<file path="config.mk">
export PLATFORM = sky130hd
export DESIGN_NAME = command_frame_parser_core_flat
export DESIGN_NICKNAME = d
export VERILOG_FILES = /design/src/hdl/cfp_pkg.sv /design/src/hdl/cfp_rx_if.sv /design/src/hdl/cfp_res_if.sv /design/src/hdl/cfp_collector.sv /design/src/hdl/command_frame_parser_core.sv /design/src/flat_wrapper.sv
export SDC_FILE = /design/constraint.sdc
export NUM_CORES = 1
export LEC_CHECK = 0
export BUFFER_PORTS_ARGS = -buffer_cell sky130_fd_sc_hd__clkbuf_2
export CAP_MARGIN = 10
export CORE_ASPECT_RATIO = 1.4
export CORE_UTILIZATION = 23
export DETAILED_ROUTE_END_ITERATION = 7
export GPL_ROUTABILITY_DRIVEN = 0
export HOLD_SLACK_MARGIN = 0.15
export PLACE_DENSITY = 0.44
export SETUP_SLACK_MARGIN = 0.15
export SYNTH_ARGS = -nofsm -noshare
export SYNTH_HDL_FRONTEND = slang
export SYNTH_SLANG_ARGS = --single-unit
</file>
<file path="constraint.sdc">
create_clock -name clk -period 13 [get_ports clk]
set_input_delay 2.6 -clock clk [delete_from_list [all_inputs] [get_ports clk]]
set_output_delay 2.6 -clock clk [all_outputs]
set_load 0.05 [all_outputs]
</file>
<file path="src/hdl/cfp_pkg.sv">
// cfp_pkg: shared types, header codes and frame lengths for the command frame parser
// no dependencies
`timescale 1ns / 1ps

package cfp_pkg;

    localparam logic [7:0] HDR_ID    = 8'hFC;
    localparam logic [7:0] HDR_MIN   = 8'hFD;
    localparam logic [7:0] HDR_CLOCK = 8'hFE;

    // position of the checksum byte in each frame kind
    localparam logic [3:0] LAST_ID    = 4'd3;
    localparam logic [3:0] LAST_MIN   = 4'd2;
    localparam logic [3:0] LAST_CLOCK = 4'd9;

    localparam logic [7:0] LIMIT_RESET = 8'd60;

    typedef enum logic [1:0] {
        KIND_ID    = 2'd0,
        KIND_MIN   = 2'd1,
        KIND_CLOCK = 2'd2
    } frame_kind_t;

    typedef struct packed {
        frame_kind_t frame_kind;
        logic [7:0]  system_id;
        logic [7:0]  parameter_id;
        logic [7:0]  record_minutes;
        logic [63:0] clock_bytes;
    } result_t;

    function automatic logic [3:0] last_pos(input frame_kind_t kind);
        logic [3:0] pos;
        pos = LAST_CLOCK;
        unique case (kind)
            KIND_ID:    pos = LAST_ID;
            KIND_MIN:   pos = LAST_MIN;
            KIND_CLOCK: pos = LAST_CLOCK;
            default:    pos = LAST_CLOCK;
        endcase
        return pos;
    endfunction

endpackage

</file>
<file path="src/hdl/cfp_rx_if.sv">
// cfp_rx_if: received byte channel, valid/ready handshake
// no dependencies
`timescale 1ns / 1ps

interface cfp_rx_if;
    logic       valid;
    logic       ready;
    logic [7:0] rx_byte;

    modport source (output valid, output rx_byte, input ready);
    modport sink (input valid, input rx_byte, output ready);
endinterface

</file>
<file path="src/hdl/cfp_res_if.sv">
// cfp_res_if: decoded frame result channel, valid/ready handshake
// depends on cfp_pkg
`timescale 1ns / 1ps

interface cfp_res_if;
    logic                valid;
    logic                ready;
    cfp_pkg::frame_kind_t frame_kind;
    logic [7:0]          system_id;
    logic [7:0]          parameter_id;
    logic [7:0]          record_minutes;
    logic [63:0]         clock_bytes;

    modport source (output valid, output frame_kind, output system_id, output parameter_id,
                    output record_minutes, output clock_bytes, input ready);
    modport sink (input valid, input frame_kind, input system_id, input parameter_id,
                  input record_minutes, input clock_bytes, output ready);
endinterface

</file>
<file path="src/hdl/cfp_collector.sv">
// cfp_collector: header hunt, byte collection and running checksum
// depends on cfp_pkg; produces a result strobe in the cycle of the checksum byte
`timescale 1ns / 1ps

module cfp_collector
(
    input  logic             clk,
    input  logic             rst_n,
    input  logic             in_fire,
    input  logic [7:0]       in_byte,
    input  logic [7:0]       minutes_limit,
    output logic             res_fire,
    output cfp_pkg::result_t res
);

    logic [3:0]           count_reg;
    logic [3:0]           count_next;
    cfp_pkg::frame_kind_t kind_reg;
    cfp_pkg::frame_kind_t kind_next;
    logic [7:0]           sum_reg;
    logic [7:0]           sum_next;
    logic [63:0]          data_reg;
    logic [63:0]          data_next;
    logic [2:0]           data_idx;
    logic                 is_last;

    assign data_idx = 3'(count_reg - 4'd1);
    assign is_last  = (count_reg == cfp_pkg::last_pos(kind_reg));

    always_comb
    begin
        count_next = count_reg;
        kind_next  = kind_reg;
        sum_next   = sum_reg;
        data_next  = data_reg;
        res_fire   = 1'b0;
        if (in_fire)
        begin
            if (count_reg == 4'd0)
            begin
                sum_next = in_byte;
                case (in_byte)
                    cfp_pkg::HDR_ID:
                    begin
                        kind_next  = cfp_pkg::KIND_ID;
                        count_next = 4'd1;
                    end
                    cfp_pkg::HDR_MIN:
                    begin
                        kind_next  = cfp_pkg::KIND_MIN;
                        count_next = 4'd1;
                    end
                    cfp_pkg::HDR_CLOCK:
                    begin
                        kind_next  = cfp_pkg::KIND_CLOCK;
                        count_next = 4'd1;
                    end
                    default:
                    begin
                        count_next = 4'd0;
                    end
                endcase
            end
            else if (is_last)
            begin
                count_next = 4'd0;
                res_fire   = (sum_reg == in_byte);
            end
            else
            begin
                count_next               = count_reg + 4'd1;
                sum_next                 = sum_reg + in_byte;
                data_next[data_idx*8 +: 8] = in_byte;
            end
        end
    end

    always_comb
    begin
        res            = '0;
        res.frame_kind = kind_reg;
        unique case (kind_reg)
            cfp_pkg::KIND_ID:
            begin
                res.system_id    = data_reg[7:0];
                res.parameter_id = data_reg[15:8];
            end
            cfp_pkg::KIND_MIN:
            begin
                res.record_minutes = (data_reg[7:0] >= minutes_limit) ? minutes_limit
                                                                      : data_reg[7:0];
            end
            cfp_pkg::KIND_CLOCK:
            begin
                res.clock_bytes = data_reg;
            end
            default:
            begin
                res = '0;
            end
        endcase
    end

    always_ff @(posedge clk or negedge rst_n)
    begin
        if (!rst_n)
        begin
            count_reg <= 4'd0;
            kind_reg  <= cfp_pkg::KIND_ID;
            sum_reg   <= 8'd0;
        end
        else
        begin
            count_reg <= count_next;
            kind_reg  <= kind_next;
            sum_reg   <= sum_next;
        end
    end

    always_ff @(posedge clk)
    begin
        data_reg <= data_next;
    end

endmodule

</file>
<file path="src/hdl/command_frame_parser_core.sv">
// command_frame_parser_core: top level of the command frame parser
// depends on cfp_pkg, cfp_rx_if, cfp_res_if and cfp_collector
// a result is valid in the cycle after the transfer of the checksum byte
// throughput: one byte per cycle; the byte channel stalls only while a result waits unread
// reset: asynchronous active low; clears the frame state, empties the result register
// and sets the minutes limit to 60
`timescale 1ns / 1ps

module command_frame_parser_core
(
    input  logic      clk,
    input  logic      rst_n,
    input  logic      cfg_wr_en,
    input  logic [7:0] cfg_wr_data,
    cfp_rx_if.sink    rx,
    cfp_res_if.source res
);

    logic [7:0]       minutes_limit_reg;
    logic             in_fire;
    logic             res_fire;
    cfp_pkg::result_t res_comb;
    cfp_pkg::result_t res_reg;
    logic             res_valid_reg;
    logic             res_valid_next;

    assign rx.ready  = !res_valid_reg || res.ready;
    assign in_fire   = rx.valid && rx.ready;

    cfp_collector u_collector
    (
        .clk           (clk),
        .rst_n         (rst_n),
        .in_fire       (in_fire),
        .in_byte       (rx.rx_byte),
        .minutes_limit (minutes_limit_reg),
        .res_fire      (res_fire),
        .res           (res_comb)
    );

    always_comb
    begin
        res_valid_next = res_valid_reg;
        if (res.ready)
        begin
            res_valid_next = 1'b0;
        end
        if (res_fire)
        begin
            res_valid_next = 1'b1;
        end
    end

    always_ff @(posedge clk or negedge rst_n)
    begin
        if (!rst_n)
        begin
            res_valid_reg     <= 1'b0;
            minutes_limit_reg <= cfp_pkg::LIMIT_RESET;
        end
        else
        begin
            res_valid_reg <= res_valid_next;
            if (cfg_wr_en)
            begin
                minutes_limit_reg <= cfg_wr_data;
            end
        end
    end

    always_ff @(posedge clk)
    begin
        if (res_fire)
        begin
            res_reg <= res_comb;
        end
    end

    assign res.valid          = res_valid_reg;
    assign res.frame_kind     = res_reg.frame_kind;
    assign res.system_id      = res_reg.system_id;
    assign res.parameter_id   = res_reg.parameter_id;
    assign res.record_minutes = res_reg.record_minutes;
    assign res.clock_bytes    = res_reg.clock_bytes;

endmodule
</file>
<file path="src/flat_wrapper.sv">
// flat-port wrapper written by rule: the top's interface ports become plain ports
module command_frame_parser_core_flat 
  (clk, rst_n, cfg_wr_en, cfg_wr_data, rx_valid, rx_rx_byte, rx_ready, res_valid, res_frame_kind, res_system_id, res_parameter_id, res_record_minutes, res_clock_bytes, res_ready);
  cfp_rx_if rx_i ();
  cfp_res_if res_i ();
  input  logic clk;
  input  logic rst_n;
  input  logic cfg_wr_en;
  input  logic [7:0] cfg_wr_data;
  input wire logic [$bits(rx_i.valid)-1:0] rx_valid;
  input wire logic [$bits(rx_i.rx_byte)-1:0] rx_rx_byte;
  output wire logic [$bits(rx_i.ready)-1:0] rx_ready;
  output wire logic [$bits(res_i.valid)-1:0] res_valid;
  output wire logic [$bits(res_i.frame_kind)-1:0] res_frame_kind;
  output wire logic [$bits(res_i.system_id)-1:0] res_system_id;
  output wire logic [$bits(res_i.parameter_id)-1:0] res_parameter_id;
  output wire logic [$bits(res_i.record_minutes)-1:0] res_record_minutes;
  output wire logic [$bits(res_i.clock_bytes)-1:0] res_clock_bytes;
  input wire logic [$bits(res_i.ready)-1:0] res_ready;
  assign rx_i.valid = rx_valid;
  assign rx_i.rx_byte = rx_rx_byte;
  assign rx_ready = rx_i.ready;
  assign res_valid = res_i.valid;
  assign res_frame_kind = res_i.frame_kind;
  assign res_system_id = res_i.system_id;
  assign res_parameter_id = res_i.parameter_id;
  assign res_record_minutes = res_i.record_minutes;
  assign res_clock_bytes = res_i.clock_bytes;
  assign res_i.ready = res_ready;
  command_frame_parser_core u_core (.clk(clk), .rst_n(rst_n), .cfg_wr_en(cfg_wr_en), .cfg_wr_data(cfg_wr_data), .rx(rx_i), .res(res_i));
endmodule
</file>
==> results.tsv, run 1 <==
metric	value	unit
critPathLaunch	res_ready	
yosysSeqAreaShare	0.673	
cts_resized	0	
worstPathArrival	3.18	ns
num_antenna_cells	0	
design_area	9370	um^2
fin_worst_skew	0.00872	ns
hold_violations	0	
drive_gt1_frac	0.227	
hold_buffers	0	
initial_core_util	0.233	
maxSlewHeadroom	0.262	
crit_required	10.40	ns
grt_use_total	0.112	
hp-start	u_core.u_collector.sum_reg[0]$_DFFE_PN0P_	
yosysTopAreaCell	edfxtp_1	
fin_nets	735	
syn_inst	585	
ys_types	54	
clkTransAtPathRegs	0.07	ns
total_leakage_power	3.66	nW
worstSetupStartpointType	input port	
post-synth-top-count-cell	edfxtp_1	
ys.flop_type	edfxtp_1	
yosysWarnings	0	
tns	0	ns
ir_worst_vdd	0.0840	mV
coreArea	33200	um^2
dpl.hpwl	12800	um
drt-wirelength-per-cell	15.8	um
grt_max_degree	66	
cts.path.max_buffers	2	
cts_tree	yes	
critPathCaptureType	output pin	
syn_area	7740	um^2
fin_crit	5.78	ns
path_cells	clkbuf_2 > nand2b_1 > clkbuf_2	
finalMaxSlewViolations	0	
post_drt_via_cell_ratio	4.12	
die_w	157	um
critPathBufInv	2	
cts_setup_buffers	0	
fin_crit_sh	0.445	
drc	0	
ys_top_cells_by_count	edfxtp_1, and2_1, nand2_1	
gr-total-overflow	0	
status	completed	
maxCapViolations	0	
worstSetupPathType	in2out	
vias	4733	
cp_top_family	buffers and inverters	
area_delta_synth_final	21.1	%
io_pins	113	
slowest_delay	0.31	ns
rows	79	
syn_area_per_cell	13.2	um^2
placed_cell_area	8780	um^2
critPathMostFrequentCell	clkbuf_2	
hold_slack	0.493	ns
port_buffers	112	
synthArstFlopShare	0.130	
drt-initial-drc-count	270	
numCtsBuffers	17	
routed_wl	18200	um
worstMarginPinSlew	1.09	ns
synth_fp_nets	629	
fmax	173	MHz
critPathMaxFanout	4	
cts.sinks	177	
setup_viol	0	
rsz0062_at_grt	false	
grt_pass1_vias	4795	
critPathSlowestCell	clkbuf_2	
synth_top_area_frac	0.598	
htreeDepth	4	
hp-class	reg2reg	
yosys-top-cells-area	edfxtp_1, and2_1, dfrtp_1, ha_1, nand2_1	
dieArea	34400	um^2
drtPass1Iterations	4	
final_antenna_net_count	0	
insertion_delay	0.44	ns
root_buffer	clkbuf_16	
grt_pass1_wl	27900	um
p_per_area	173	nW/um^2
fp.dieH	219	um
synth_edf_count	154	
antenna_found_initial	0	
r2r_start	u_core.u_collector.count_reg[0]$_DFFE_PN0P_	
synth.ff_latch_count	177	
[worst reg2reg max path, cell delays in order (launching register included)]
cell	delay [ns]
dfrtp_1	0.80
inv_1	0.23
ha_1	0.29
xnor2_1	0.45
ha_1	0.44
nor4bb_1	0.97
and2_1	0.48
[metrics by stage]
step	setup WS [ns]	utilization	power [mW]	instances
floorplan	2.53	-	1.01	585
global placement	7.16	0.264	1.12	1117
detailed placement	7.13	0.264	1.13	1117
CTS	7.23	0.282	1.65	1149
global route	7.19	0.282	1.72	1149
finish	7.22	0.282	1.62	1149
[logic make-up (layout without fill, tap and decap cells)]
group           Yosys count  after routing  synth area share
compound gates           68             68            0.0587
xor+xnor                  5              5           0.00566
fa+ha+maj                23             23            0.0382
buf+inv                  49            168            0.0254
flops                   177            177             0.673
mux                       6              6           0.00825
simple gates            257            257             0.191
[layout by cell type (no fill, tap or decap), drive strengths merged, types with 2 or more instances in the layout]
master and n:
nand2b 6, nand2 33, bufinv 3, nor3b 2, inv 21, mux2 3, buf 4, xnor2 4
clkbuf 130, a211o 2, o21ai 18, a21oi 10, a211oi 2, nor2b 4, nor4 5, ha 22
o21bai 2, and2 139, a31oi 8, nor4bb 2, a21o 7, mux2i 3, nor3 24, clkinvlp 3
clkinv 7, nand4 10, dfrtp 19, dfstp 4, nand3 14, o211ai 7, edfxtp 154, nor2 15
[report_power, final]
group / leakage [nW] / internal [mW] / total [mW] / switching, mW
combinational: 1.53 / 0.138 / 0.370 / 0.232
clock: 0.284 / 0.301 / 0.518 / 0.217
sequential: 1.84 / 0.694 / 0.735 / 0.0415
total: 3.66 / 1.13 / 1.62 / 0.491
[cell type report]
type / count / area [um^2]
Inverter: 20 / 75.1
Tap cell: 445 / 557
Clock buffer: 18 / 429
Timing Repair Buffer: 116 / 591
Clock inverter: 14 / 163
Multi-Input combinational cell: 359 / 2350
Sequential cell: 177 / 5200
Fill cell: 3459 / 23800
[routing by layer]
layer	vias up	global-route usage	routed length, um
met5	-	0	0
met4	0	0.0526	424
met3	17	0.0286	671
met2	86	0.195	9560
met1	2316	0.126	7550
li1	2314	-	-
[final timing paths]
path / to / slack (ns) / depth (start not counted)
worst max-delay path: rx_ready / 7.22 / 3
worst min-delay path: u_core.u_collector.sum_reg[0]$_DFFE_PN0P_ / 0.49 / 2
worst max register to register: u_core.u_collector.data_reg[0]$_DFFE_PP_ / 9.01 / 6
worst min register to register: u_core.u_collector.sum_reg[0]$_DFFE_PN0P_ / 0.49 / 2
max in group asynchronous: u_core.u_collector.sum_reg[5]$_DFFE_PN0P_ / 10.39 / 1
min in group asynchronous: u_core.minutes_limit_reg[7]$_DFFE_PN0P_ / 2.18 / 1
Power figures use the tool's default switching activity.
==> run 2, diff against run 1 <==
--- a/config.mk
+++ b/config.mk
@@ -12,7 +12,7 @@
 export DETAILED_ROUTE_END_ITERATION = 7
 export GPL_ROUTABILITY_DRIVEN = 0
 export HOLD_SLACK_MARGIN = 0.15
-export PLACE_DENSITY = 0.44
+export PLACE_DENSITY = 0.45
 export SETUP_SLACK_MARGIN = 0.15
 export SYNTH_ARGS = -nofsm -noshare
 export SYNTH_HDL_FRONTEND = slang
==> constraint.sdc (replaced) <==
create_clock -name clk -period 5.3 [get_ports clk]
set_input_delay 1.06 -clock clk [delete_from_list [all_inputs] [get_ports clk]]
set_output_delay 1.06 -clock clk [all_outputs]
set_load 0.05 [all_outputs]
==> results.tsv, run 2 (same netlist as run 1, synthesis figures left out) <==
metric	value	unit	change
status	completed		
drive_gt1_frac	0.226		-0.00110
critPathCaptureType	flop		
gr-total-overflow	0		unchanged
critPathSlowestCell	nor3b_4		
io_pins	113		unchanged
worstPathArrival	3.91	ns	+0.73 ns
cts_resized	0		unchanged
ir_worst_vdd	0.157	mV	+87%
post_drt_via_cell_ratio	4.05		-1.6%
grt_use_total	0.108		-0.00328
worstSetupStartpointType	flop		
drtPass1Iterations	6		+2
final_cell_mix	edfxtp_1, and2_1, clkbuf_2		
antenna_found_initial	0		unchanged
grt_pass1_vias	4472		-6.7%
p_per_area	416	nW/um^2	+140%
cts_setup_buffers	0		unchanged
final_common_cell	edfxtp_1		
cts.path.max_buffers	2		unchanged
area_delta_synth_final	20.8	%	
insertion_delay	0.45	ns	about the same
htreeDepth	4		unchanged
maxCapViolations	0		unchanged
rsz0062_at_grt	false		
post-route-util	0.281		-0.000678
root_buffer	clkbuf_16		
placed_cell_area	8790	um^2	+0.13%
critPathBufInv	1		-1
worstMarginPinSlew	0.982	ns	-0.111 ns
hold_violations	0		unchanged
initial_core_util	0.233		unchanged
hp-class	reg2reg		
grt_pass1_wl	26800	um	-4.0%
routed_wl	17900	um	-1.7%
cts_tree	yes		
hold_buffers	0		unchanged
die_w	157	um	unchanged
vias	4658		-1.6%
rows	79		unchanged
setup_viol	0		unchanged
crit_required	5.37	ns	-5.03 ns
maxSlewHeadroom	0.343		+0.0815
slowest_delay	0.68	ns	+0.37 ns
worst-r2r-setup-slack	1.46	ns	-7.55 ns
fin_worst_skew	0.0149	ns	+0.00615 ns
drc	0		unchanged
cts.sinks	177		unchanged
final_antenna_net_count	0		unchanged
drt-initial-drc-count	254		-5.9%
fmax	260	MHz	
dpl.hpwl	12600	um	-1.5%
total_leakage_power	3.64	nW	-0.49%
path_cells	inv_1 > ha_1 > nor3b_4 > nor4bb_1 > a211o_1 > nor2_4 > nand3_1 > nor2_1		
finalMaxSlewViolations	0		unchanged
dieArea	34400	um^2	unchanged
numCtsBuffers	17		unchanged
drt-wirelength-per-cell	15.6	um	-1.7%
fin_crit_sh	0.725		
fp.dieH	219	um	unchanged
design_area	9350	um^2	-0.24%
clkTransAtPathRegs	0.07	ns	about the same
fin_crit	3.84	ns	
fin_nets	734		-0.14%
cp_top_family	simple AND/OR/NAND/NOR gates		
grt_max_degree	91		+38%
coreArea	33200	um^2	unchanged
port_buffers	112		unchanged
worstSetupPathType	reg2reg		
critPathMaxFanout	21		+17
tns	0	ns	unchanged
## run 2: cell types whose count changed in the layout (fill, tap and decap cells not counted), moves of 2 or more
cell / delta
buf_4: -2
bufinv_16: -3
clkinv_2: -4
clkinv_4: +3
inv_8: +2
## run 2: worst register-to-register path, cell delays in order, from the launching register on
cell and delay (ns):
dfrtp_1 0.61, inv_1 0.24, ha_1 0.21, nor3b_4 0.68, nor4bb_1 0.13, a211o_1 0.56, nor2_4 0.32, nand3_1 0.17
nor2_1 0.56
## run 2: cell type report
cell class / instances / area [um^2]
Timing Repair Buffer: 115 / 596
Fill cell: 3478 / 23900
Clock inverter: 14 / 126
Sequential cell: 177 / 5200
Tap cell: 445 / 557
Multi-Input combinational cell: 359 / 2360
Inverter: 20 / 75.1
Antenna cell: 1 / 2.50
Clock buffer: 18 / 429
## run 2: power breakdown
group / switching (mW) / internal (mW) / total, mW
registers: 0.103 / 1.70 / 1.81
logic: 0.554 / 0.338 / 0.893
clock network: 0.576 / 0.614 / 1.19
total: 1.23 / 2.65 / 3.89
## run 2: metrics by stage
step	total power, mW	setup slack (ns)	hold slack, ns	instances
after floorplan	2.48	0.472	0.454	585
after global placement	2.74	1.56	0.478	1116
after detailed placement	2.74	1.47	0.485	1116
after CTS	3.95	1.43	0.503	1148
after global routing	4.10	1.15	0.526	1148
final	3.89	1.46	0.496	1149
## run 2: metal layers
metal / vias up / track usage / routed length, um / share of wire
met4: 0 / 0.0448 / 286 / 0.016
met5: - / 0 / 0 / 0
met2: 90 / 0.190 / 9450 / 0.53
li1: 2307 / - / - / -
met1: 2245 / 0.125 / 7530 / 0.42
met3: 16 / 0.0259 / 621 / 0.035
## run 2: worst paths after layout
kind                                                               endpoint                                        start  depth (start not counted)
worst min register to register    u_core.u_collector.sum_reg[4]$_DFFE_PN0P_    u_core.u_collector.sum_reg[4]$_DFFE_PN0P_                          2
min in group asynchronous           u_core.minutes_limit_reg[6]$_DFFE_PN0P_                                        rst_n                          1
worst max register to register    u_core.u_collector.data_reg[18]$_DFFE_PP_  u_core.u_collector.count_reg[0]$_DFFE_PN0P_                          8
worst max-delay path              u_core.u_collector.data_reg[18]$_DFFE_PP_  u_core.u_collector.count_reg[0]$_DFFE_PN0P_                          8
worst min-delay path              u_core.u_collector.sum_reg[4]$_DFFE_PN0P_    u_core.u_collector.sum_reg[4]$_DFFE_PN0P_                          2
max in group asynchronous       u_core.u_collector.count_reg[3]$_DFFE_PN0P_                                        rst_n                          1
